--- src/design/drpd_pkg.sv ---
// Shared widths, constants and register codes of the dual-range presence detector.
package drpd_pkg;

    localparam int HISTORY_DEPTH = 10;

    localparam int US_W       = 16;
    localparam int TS_W       = 32;
    localparam int DIST_W     = 11;
    localparam int REF_W      = 14;
    localparam int LVL_W      = 4;
    localparam int THR_W      = 8;
    localparam int HOLD_W     = 16;
    localparam int CFG_IDX_W  = 2;
    localparam int CFG_DATA_W = 16;

    localparam int DIST_MAX = 1114;
    localparam int THR_MAX  = 255;

    localparam int PTR_W  = $clog2(HISTORY_DEPTH);
    localparam int FILL_W = $clog2(HISTORY_DEPTH + 1);
    localparam int SUM_W  = $clog2(DIST_MAX * HISTORY_DEPTH + 1);
    localparam int CMP_W  = $clog2((DIST_MAX + THR_MAX) * HISTORY_DEPTH + 1);
    localparam int WORD_W = 2 * DIST_W;

    // cm = floor(us * 17 / 1000) as one multiply by a scaled reciprocal
    localparam int CM_MUL_W = 26;
    localparam int CM_SHIFT = 31;
    localparam int PROD_W   = US_W + CM_MUL_W;
    localparam logic [CM_MUL_W-1:0] CM_MUL = 26'd36507228;

    localparam logic [THR_W-1:0]  THR_RST     = 8'd3;
    localparam logic [LVL_W-1:0]  CONFIRM_RST = 4'd3;
    localparam logic [LVL_W-1:0]  LIMIT_RST   = 4'd10;
    localparam logic [HOLD_W-1:0] HOLD_RST    = 16'd2000;

    typedef enum logic [CFG_IDX_W-1:0] {
        CFG_THRESHOLD,
        CFG_CONFIRM,
        CFG_LIMIT,
        CFG_HOLD
    } cfg_index_t;

endpackage

--- src/design/drpd_if.sv ---
// Sample and result channel interfaces of the presence detector.
interface drpd_sample_if import drpd_pkg::*; ();
    logic              valid;
    logic              ready;
    logic [US_W-1:0]   echo_us_a;
    logic [US_W-1:0]   echo_us_b;
    logic [TS_W-1:0]   now_ms;

    modport source (output valid, echo_us_a, echo_us_b, now_ms, input ready);
    modport sink   (input valid, echo_us_a, echo_us_b, now_ms, output ready);
endinterface

interface drpd_result_if import drpd_pkg::*; ();
    logic              valid;
    logic              ready;
    logic [DIST_W-1:0] dist_a_cm;
    logic [DIST_W-1:0] dist_b_cm;
    logic              raw_hit;
    logic              confirmed;
    logic              present;
    logic              calibrating;
    logic [REF_W-1:0]  ref_sum_a;
    logic [REF_W-1:0]  ref_sum_b;
    logic [LVL_W-1:0]  debounce_level;

    modport source (output valid, dist_a_cm, dist_b_cm, raw_hit, confirmed, present,
                    calibrating, ref_sum_a, ref_sum_b, debounce_level, input ready);
    modport sink   (input valid, dist_a_cm, dist_b_cm, raw_hit, confirmed, present,
                    calibrating, ref_sum_a, ref_sum_b, debounce_level, output ready);
endinterface

--- src/design/dual_range_presence_detector.sv ---
// Top level of the dual-range presence detector.
// Takes one sample word per clock while not stalled and returns one result word per
// sample: one stage converts both echo widths to cm with a constant multiply,
// the next does the read-modify-write of the history ring and updates sums, debounce
// counter and presence, and an output register holds the result. Both history rings sit
// side by side in one synchronous memory; the slot the next word needs is read while the
// current word writes its own slot, so there is no interlock. The first HISTORY_DEPTH
// samples are calibration and only fill the rings and the sums. A stalled result stalls
// the stages behind it, while empty stages keep filling.
module dual_range_presence_detector import drpd_pkg::*;
(
    input  logic                  clk,
    input  logic                  rst_n,
    drpd_sample_if.sink           samples,
    drpd_result_if.source         results,
    input  logic                  cfg_we,
    input  logic [CFG_IDX_W-1:0]  cfg_index,
    input  logic [CFG_DATA_W-1:0] cfg_data
);

    localparam logic [CMP_W-1:0]  DEPTH_C = CMP_W'(HISTORY_DEPTH);
    localparam logic [FILL_W-1:0] FILL_END = FILL_W'(HISTORY_DEPTH);
    localparam logic [PTR_W:0]    PTR_END = (PTR_W + 1)'(HISTORY_DEPTH);

    // configuration
    logic [THR_W-1:0]  thr_reg;
    logic [LVL_W-1:0]  confirm_reg;
    logic [LVL_W-1:0]  limit_reg;
    logic [HOLD_W-1:0] hold_reg;

    // pipeline control
    logic en_out, en_u, en_s1, u_fire;

    // conversion stage
    logic              s1_valid_reg;
    logic [US_W-1:0]   s1_us_a_reg;
    logic [US_W-1:0]   s1_us_b_reg;
    logic [TS_W-1:0]   s1_now_reg;
    logic [PROD_W-1:0] prod_a, prod_b;

    // update stage
    logic              u_valid_reg;
    logic [DIST_W-1:0] u_da_reg;
    logic [DIST_W-1:0] u_db_reg;
    logic [TS_W-1:0]   u_now_reg;
    logic [WORD_W-1:0] rd_data_reg;

    // detector state
    logic [PTR_W-1:0]  ring_pos_reg, ring_pos_next;
    logic [FILL_W-1:0] fill_reg, fill_next;
    logic [SUM_W-1:0]  sum_a_reg, sum_a_next;
    logic [SUM_W-1:0]  sum_b_reg, sum_b_next;
    logic [LVL_W-1:0]  hit_cnt_reg, hit_cnt_next;
    logic              present_reg, present_next;
    logic [TS_W-1:0]   start_reg, start_next;

    // ring memory
    logic [WORD_W-1:0] ring_mem [HISTORY_DEPTH];
    logic              mem_we;
    logic [PTR_W-1:0]  mem_waddr;
    logic [WORD_W-1:0] mem_wdata;
    logic [PTR_W-1:0]  rd_addr;

    // update stage combinational results
    logic              calib, raw_hit, conf, hit_a, hit_b;
    logic [DIST_W-1:0] old_a, old_b;
    logic [CMP_W-1:0]  lim_a, lim_b;
    logic [LVL_W:0]    cnt_inc;
    logic [PTR_W:0]    pos_inc;

    // output register
    logic              out_valid_reg;
    logic [DIST_W-1:0] out_da_reg, out_db_reg;
    logic              out_hit_reg, out_conf_reg, out_present_reg, out_calib_reg;
    logic [REF_W-1:0]  out_sum_a_reg, out_sum_b_reg;
    logic [LVL_W-1:0]  out_level_reg;

    assign en_out = !out_valid_reg || results.ready;
    assign u_fire = u_valid_reg && en_out;
    assign en_u   = !u_valid_reg || en_out;
    assign en_s1  = !s1_valid_reg || en_u;
    assign samples.ready = en_s1;

    always_ff @(posedge clk or negedge rst_n)
    begin
        if (!rst_n)
        begin
            thr_reg     <= THR_RST;
            confirm_reg <= CONFIRM_RST;
            limit_reg   <= LIMIT_RST;
            hold_reg    <= HOLD_RST;
        end
        else if (cfg_we)
        begin
            case (cfg_index_t'(cfg_index))
                CFG_THRESHOLD: thr_reg     <= cfg_data[THR_W-1:0];
                CFG_CONFIRM:   confirm_reg <= cfg_data[LVL_W-1:0];
                CFG_LIMIT:     limit_reg   <= cfg_data[LVL_W-1:0];
                CFG_HOLD:      hold_reg    <= cfg_data[HOLD_W-1:0];
                default:       ;
            endcase
        end
    end

    // echo width to cm
    assign prod_a = PROD_W'(s1_us_a_reg) * PROD_W'(CM_MUL);
    assign prod_b = PROD_W'(s1_us_b_reg) * PROD_W'(CM_MUL);

    always_comb
    begin
        calib = fill_reg < FILL_END;
        old_a = rd_data_reg[WORD_W-1:DIST_W];
        old_b = rd_data_reg[DIST_W-1:0];
        // sum - N*d > N*thr  <=>  sum > N*(d + thr)
        lim_a = (CMP_W'(u_da_reg) + CMP_W'(thr_reg)) * DEPTH_C;
        lim_b = (CMP_W'(u_db_reg) + CMP_W'(thr_reg)) * DEPTH_C;
        hit_a = CMP_W'(sum_a_reg) > lim_a;
        hit_b = CMP_W'(sum_b_reg) > lim_b;
        cnt_inc = {1'b0, hit_cnt_reg} + (LVL_W + 1)'(1);
        pos_inc = {1'b0, ring_pos_reg} + (PTR_W + 1)'(1);

        ring_pos_next = ring_pos_reg;
        fill_next     = fill_reg;
        sum_a_next    = sum_a_reg;
        sum_b_next    = sum_b_reg;
        hit_cnt_next  = hit_cnt_reg;
        present_next  = present_reg;
        start_next    = start_reg;
        mem_we        = 1'b0;
        mem_waddr     = ring_pos_reg;
        mem_wdata     = {u_da_reg, u_db_reg};
        raw_hit       = 1'b0;
        conf          = 1'b0;

        if (calib)
        begin
            mem_we     = u_fire;
            mem_waddr  = fill_reg[PTR_W-1:0];
            sum_a_next = sum_a_reg + SUM_W'(u_da_reg);
            sum_b_next = sum_b_reg + SUM_W'(u_db_reg);
            fill_next  = fill_reg + FILL_W'(1);
        end
        else
        begin
            raw_hit = hit_a || hit_b;
            if (raw_hit)
            begin
                if (cnt_inc > {1'b0, limit_reg})
                    hit_cnt_next = limit_reg;
                else
                    hit_cnt_next = cnt_inc[LVL_W-1:0];
            end
            else if (hit_cnt_reg != '0)
            begin
                hit_cnt_next = hit_cnt_reg - LVL_W'(1);
            end
            conf = hit_cnt_next >= confirm_reg;
            if (conf)
            begin
                if (!present_reg)
                begin
                    present_next = 1'b1;
                    start_next   = u_now_reg;
                end
            end
            else
            begin
                // release only after the hold time, wrapping difference
                if (present_reg && ((u_now_reg - start_reg) > TS_W'(hold_reg)))
                    present_next = 1'b0;
                if (!present_next)
                begin
                    mem_we     = u_fire;
                    sum_a_next = sum_a_reg - SUM_W'(old_a) + SUM_W'(u_da_reg);
                    sum_b_next = sum_b_reg - SUM_W'(old_b) + SUM_W'(u_db_reg);
                    ring_pos_next = (pos_inc == PTR_END) ? '0 : pos_inc[PTR_W-1:0];
                end
            end
        end
    end

    // next word reads the slot it will replace while this word writes its own
    assign rd_addr = u_fire ? ring_pos_next : ring_pos_reg;

    always_ff @(posedge clk)
    begin
        if (mem_we)
            ring_mem[mem_waddr] <= mem_wdata;
        if (en_u)
            rd_data_reg <= ring_mem[rd_addr];
    end

    always_ff @(posedge clk or negedge rst_n)
    begin
        if (!rst_n)
        begin
            s1_valid_reg  <= 1'b0;
            u_valid_reg   <= 1'b0;
            out_valid_reg <= 1'b0;
            ring_pos_reg  <= '0;
            fill_reg      <= '0;
            sum_a_reg     <= '0;
            sum_b_reg     <= '0;
            hit_cnt_reg   <= '0;
            present_reg   <= 1'b0;
            start_reg     <= '0;
        end
        else
        begin
            if (en_s1)
                s1_valid_reg <= samples.valid;
            if (en_u)
                u_valid_reg <= s1_valid_reg;
            if (en_out)
                out_valid_reg <= u_valid_reg;
            if (u_fire)
            begin
                ring_pos_reg <= ring_pos_next;
                fill_reg     <= fill_next;
                sum_a_reg    <= sum_a_next;
                sum_b_reg    <= sum_b_next;
                hit_cnt_reg  <= hit_cnt_next;
                present_reg  <= present_next;
                start_reg    <= start_next;
            end
        end
    end

    always_ff @(posedge clk)
    begin
        if (en_s1 && samples.valid)
        begin
            s1_us_a_reg <= samples.echo_us_a;
            s1_us_b_reg <= samples.echo_us_b;
            s1_now_reg  <= samples.now_ms;
        end
        if (en_u && s1_valid_reg)
        begin
            u_da_reg  <= prod_a[CM_SHIFT +: DIST_W];
            u_db_reg  <= prod_b[CM_SHIFT +: DIST_W];
            u_now_reg <= s1_now_reg;
        end
        if (u_fire)
        begin
            out_da_reg      <= u_da_reg;
            out_db_reg      <= u_db_reg;
            out_hit_reg     <= raw_hit;
            out_conf_reg    <= conf;
            out_present_reg <= present_next;
            out_calib_reg   <= calib;
            out_sum_a_reg   <= REF_W'(sum_a_next);
            out_sum_b_reg   <= REF_W'(sum_b_next);
            out_level_reg   <= hit_cnt_next;
        end
    end

    assign results.valid          = out_valid_reg;
    assign results.dist_a_cm      = out_da_reg;
    assign results.dist_b_cm      = out_db_reg;
    assign results.raw_hit        = out_hit_reg;
    assign results.confirmed      = out_conf_reg;
    assign results.present        = out_present_reg;
    assign results.calibrating    = out_calib_reg;
    assign results.ref_sum_a      = out_sum_a_reg;
    assign results.ref_sum_b      = out_sum_b_reg;
    assign results.debounce_level = out_level_reg;

endmodule

--- src/flat_wrapper.sv ---
// flat-port wrapper written by rule: the top's interface ports become plain ports
module dual_range_presence_detector_flat import drpd_pkg::*;
  (clk, rst_n, cfg_we, cfg_index, cfg_data, samples_valid, samples_echo_us_a, samples_echo_us_b, samples_now_ms, samples_ready, results_valid, results_dist_a_cm, results_dist_b_cm, results_raw_hit, results_confirmed, results_present, results_calibrating, results_ref_sum_a, results_ref_sum_b, results_debounce_level, results_ready);
  drpd_sample_if samples_i ();
  drpd_result_if results_i ();
  input  logic clk;
  input  logic rst_n;
  input  logic cfg_we;
  input  logic [CFG_IDX_W-1:0] cfg_index;
  input  logic [CFG_DATA_W-1:0] cfg_data;
  input wire logic [$bits(samples_i.valid)-1:0] samples_valid;
  input wire logic [$bits(samples_i.echo_us_a)-1:0] samples_echo_us_a;
  input wire logic [$bits(samples_i.echo_us_b)-1:0] samples_echo_us_b;
  input wire logic [$bits(samples_i.now_ms)-1:0] samples_now_ms;
  output wire logic [$bits(samples_i.ready)-1:0] samples_ready;
  output wire logic [$bits(results_i.valid)-1:0] results_valid;
  output wire logic [$bits(results_i.dist_a_cm)-1:0] results_dist_a_cm;
  output wire logic [$bits(results_i.dist_b_cm)-1:0] results_dist_b_cm;
  output wire logic [$bits(results_i.raw_hit)-1:0] results_raw_hit;
  output wire logic [$bits(results_i.confirmed)-1:0] results_confirmed;
  output wire logic [$bits(results_i.present)-1:0] results_present;
  output wire logic [$bits(results_i.calibrating)-1:0] results_calibrating;
  output wire logic [$bits(results_i.ref_sum_a)-1:0] results_ref_sum_a;
  output wire logic [$bits(results_i.ref_sum_b)-1:0] results_ref_sum_b;
  output wire logic [$bits(results_i.debounce_level)-1:0] results_debounce_level;
  input wire logic [$bits(results_i.ready)-1:0] results_ready;
  assign samples_i.valid = samples_valid;
  assign samples_i.echo_us_a = samples_echo_us_a;
  assign samples_i.echo_us_b = samples_echo_us_b;
  assign samples_i.now_ms = samples_now_ms;
  assign samples_ready = samples_i.ready;
  assign results_valid = results_i.valid;
  assign results_dist_a_cm = results_i.dist_a_cm;
  assign results_dist_b_cm = results_i.dist_b_cm;
  assign results_raw_hit = results_i.raw_hit;
  assign results_confirmed = results_i.confirmed;
  assign results_present = results_i.present;
  assign results_calibrating = results_i.calibrating;
  assign results_ref_sum_a = results_i.ref_sum_a;
  assign results_ref_sum_b = results_i.ref_sum_b;
  assign results_debounce_level = results_i.debounce_level;
  assign results_i.ready = results_ready;
  dual_range_presence_detector u_core (.clk(clk), .rst_n(rst_n), .samples(samples_i), .results(results_i), .cfg_we(cfg_we), .cfg_index(cfg_index), .cfg_data(cfg_data));
endmodule
--- config.mk ---
export PLATFORM = sky130hd
export DESIGN_NAME = dual_range_presence_detector_flat
export DESIGN_NICKNAME = d
export VERILOG_FILES = /design/src/design/drpd_pkg.sv /design/src/design/drpd_if.sv /design/src/design/dual_range_presence_detector.sv /design/src/flat_wrapper.sv
export SDC_FILE = /design/constraint.sdc
export NUM_CORES = 2
export LEC_CHECK = 0
export BUFFER_PORTS_ARGS = -buffer_cell sky130_fd_sc_hd__buf_2
export CELL_PAD_IN_SITES_DETAIL_PLACEMENT = 1
export CELL_PAD_IN_SITES_GLOBAL_PLACEMENT = 1
export CORE_MARGIN = 1.5
export CORE_UTILIZATION = 30
export CTS_CLUSTER_DIAMETER = 120
export DETAILED_ROUTE_END_ITERATION = 8
export PLACE_DENSITY_LB_ADDON = 0.08
export SYNTH_ARGS = -nofsm -noshare
export SYNTH_HDL_FRONTEND = slang
export SYNTH_SLANG_ARGS = --single-unit
--- constraint.sdc ---
create_clock -name clk -period 9.43 [get_ports clk]
set_input_delay 0.943 -clock clk [delete_from_list [all_inputs] [get_ports clk]]
set_output_delay 0.943 -clock clk [all_outputs]
set_load 0.02 [all_outputs]
==> flow_metrics.env <==
export IMPL_netlist_area_um2=38000
export IMPL_maxSlewViolCount=0
export IMPL_cts_buffers=69
export IMPL_max_freq_mhz=115
export IMPL_setup_tns_ns=0
export IMPL_cp_common_cell="a21oi_1"
export IMPL_synth_area_leaders="edfxtp_1, ha_1, fa_1"
export IMPL_ios=147
export IMPL_avgRoutedWirePerCell_um=21.4
export IMPL_cp_slowest_cell="edfxtp_1"
export IMPL_seq_area_um2=15300
export IMPL_yosysTopAreaCell="edfxtp_1"
export IMPL_first_global_vias=27479
export IMPL_htree_levels=3
export IMPL_syn_inst=3233
export IMPL_antenna_found_initial=7
export IMPL_clk_latency_ns=0.68
export IMPL_drt_iter0_markers=1055
export IMPL_crit_path_end_kind="flip-flop"
export IMPL_fp_row_count=130
export IMPL_dr_pass1_iters=5
export IMPL_async_flop_share_pct=20.5
export IMPL_die_area_um2=129000
export IMPL_fin_crit_ns=8.68
export IMPL_synth_warnings=0
export IMPL_critPathMaxStageDelay_ns=0.41
export IMPL_grt_start_max_net_pins=95
export IMPL_vias=24485
export IMPL_nFillCells=13635
export IMPL_die_y_um=359
export IMPL_hpwl_um=84400
export IMPL_dp_slack_ns=0.542
export IMPL_r2r_end="u_core.rd_data_reg[3]"
export IMPL_cp_top_family="compound AO/OA/AOI/OAI gates"
export IMPL_seq_area_frac_synth_pct=40.2
export IMPL_period_share_pct=92.0
export IMPL_core_um2=126000
export IMPL_max_slew_margin_rel_pct=22.9
export IMPL_start_kind="flip-flop"
export IMPL_worst_path_buf_inv=4
export IMPL_worstSetupPathType="reg -> reg"
export IMPL_wirelength_um=110000
export IMPL_drv_cap=0
export IMPL_hold_viol=0
export IMPL_largest_register="u_core.ring_mem"
export IMPL_status="complete, no violations"
export IMPL_vias_per_cell=4.76
export IMPL_fin_area_um2=43300
export IMPL_tightest_slew_ns=1.15
export IMPL_r2r_cells=39
export IMPL_drc=0
export IMPL_portBuffers=146
export IMPL_largest_register_ffs=220
export IMPL_synth_edf_count=418
export IMPL_drive_gt1_share_pct=12.4
export IMPL_yosysMostFrequentCell="inv_1"
export IMPL_dpl_cell_area_um2=41000
export IMPL_setup_viol=0
export IMPL_num_antenna_cells=0
export IMPL_path_clk_slew_ns=0.07
export IMPL_grt_overflow_total=0
export IMPL_die_x_um=359
export IMPL_holdCritPathClass="in -> async"
export IMPL_synthesis_nets=4103
export IMPL_ys_seq_elements=526
export IMPL_cts_setup_buffers=0
export IMPL_cp_startpoint="u_core.u_da_reg[0]"
export IMPL_r2r_slack_ns=0.75
export IMPL_area_delta_synth_final_pct=14.1
export IMPL_required_ns=9.84
export IMPL_grt_pass1_wl_um=169000
export IMPL_synth_top_area_share_pct=33.1
export IMPL_multi_input_area_um2=20400
export IMPL_clock_skew_ns=0.0460
export IMPL_ys_flop_type="edfxtp_1"
export IMPL_cp_max_fo=94
export IMPL_synth_avg_cell_area_um2=11.7
export IMPL_cts_buffer_depth=3
export IMPL_worstReg2RegStart="u_core.u_da_reg[0]"
export IMPL_fin_nets=4310
export IMPL_clock_sinks=526
export IMPL_ys_top_cells_by_count="inv_1, ha_1, edfxtp_1"
export IMPL_ant_nets=0
export IMPL_yosysUniqueCellTypes=76
export IMPL_worst_slack_ns=0.755
export IMPL_gp_congestion=0.814
export IMPL_arrival_ns=9.08
export IMPL_start_util_pct=30.2
export IMPL_cts_tree="yes"
export IMPL_rsz0062_at_grt="true"
export IMPL_cts_root_buf="clkbuf_16"
export IMPL_track_usage_pct=17.5
-- layout by cell type, fill, tap and decap left out, types with 25 or more instances in the layout --
master and count:
xnor2_1 78, o22a_1 25, a21oi_1 140, fa_1 255, edfxtp_1 418, o21bai_1 29
a22oi_1 27, o21a_1 26, o21ai_0 121, inv_1 568, dfrtp_1 96, a31oi_1 31
buf_4 49, mux2i_1 62, mux2_2 81, nand3_1 28, a211oi_1 36, a21o_1 68
clkbuf_16 72, nor3_1 27, buf_2 145, nand2_1 137, nor2b_1 50, ha_1 528
nor2_1 91, xor2_1 42
-- stage by stage --
step,hold slack (ns),cells,utilization (%)
after floorplan,0.400,3233,-
after global placement,0.407,5019,32.7
after detailed placement,0.405,5019,32.7
after CTS,0.323,5144,34.5
after global routing,0.364,5144,34.5
final,0.348,5144,34.5
-- kinds of logic (layout without fill, tap and decap cells) --
family | count (synthesis) | count (layout) | share of synthesized area, %
adders and majority gates | 783 | 783 | 30.8
xor gates and xnor gates | 120 | 120 | 2.77
buffers and inverters | 634 | 895 | 6.42
muxes | 146 | 146 | 4.16
DFF | 526 | 526 | 40.2
AOI/OAI and AO/OA | 586 | 586 | 10.0
and+or+nand+nor | 438 | 438 | 5.57
-- cell type report --
type | count | share of cell area (%)
clock inverter | 32 | 0.771
sequential | 526 | 35.3
multi-input combinational | 2073 | 47.0
tap | 1650 | 4.77
timing repair buffer | 201 | 2.83
clock buffer | 93 | 4.46
inverter | 569 | 4.94
-- per-layer routing --
| layer | vias to the layer above | track usage (%) | share of wire [%] |
|---|---|---|---|
| met5 | - | 0 | 0 |
| met3 | 128 | 2.33 | 2.8 |
| li1 | 11638 | - | - |
| met1 | 12422 | 23.3 | 47 |
| met2 | 297 | 29.4 | 48 |
| met4 | 0 | 5.72 | 2.9 |
-- how the worst max path moves through the flow --
| stage | depth (start not counted) | endpoint | slack (ns) |
|---|---|---|---|
| floorplan | 36 | u_core.ring_mem[8][0] | 1.0 |
| global placement | 39 | u_core.rd_data_reg[16] | 0.59 |
| detailed placement | 38 | u_core.rd_data_reg[16] | 0.54 |
| CTS | 38 | u_core.rd_data_reg[14] | 0.49 |
| global route | 38 | u_core.rd_data_reg[3] | 0.0003 |
| finish | 39 | u_core.rd_data_reg[3] | 0.75 |
-- what timing repair did --
action / CTS / global route
hold buffers: 0 / 0
resized for setup: 0 / 3
endpoints found under the setup margin: 0 / 22
Power is not shown: default switching activity piles up to over one toggle a cycle in this logic, so the estimate is an artifact.
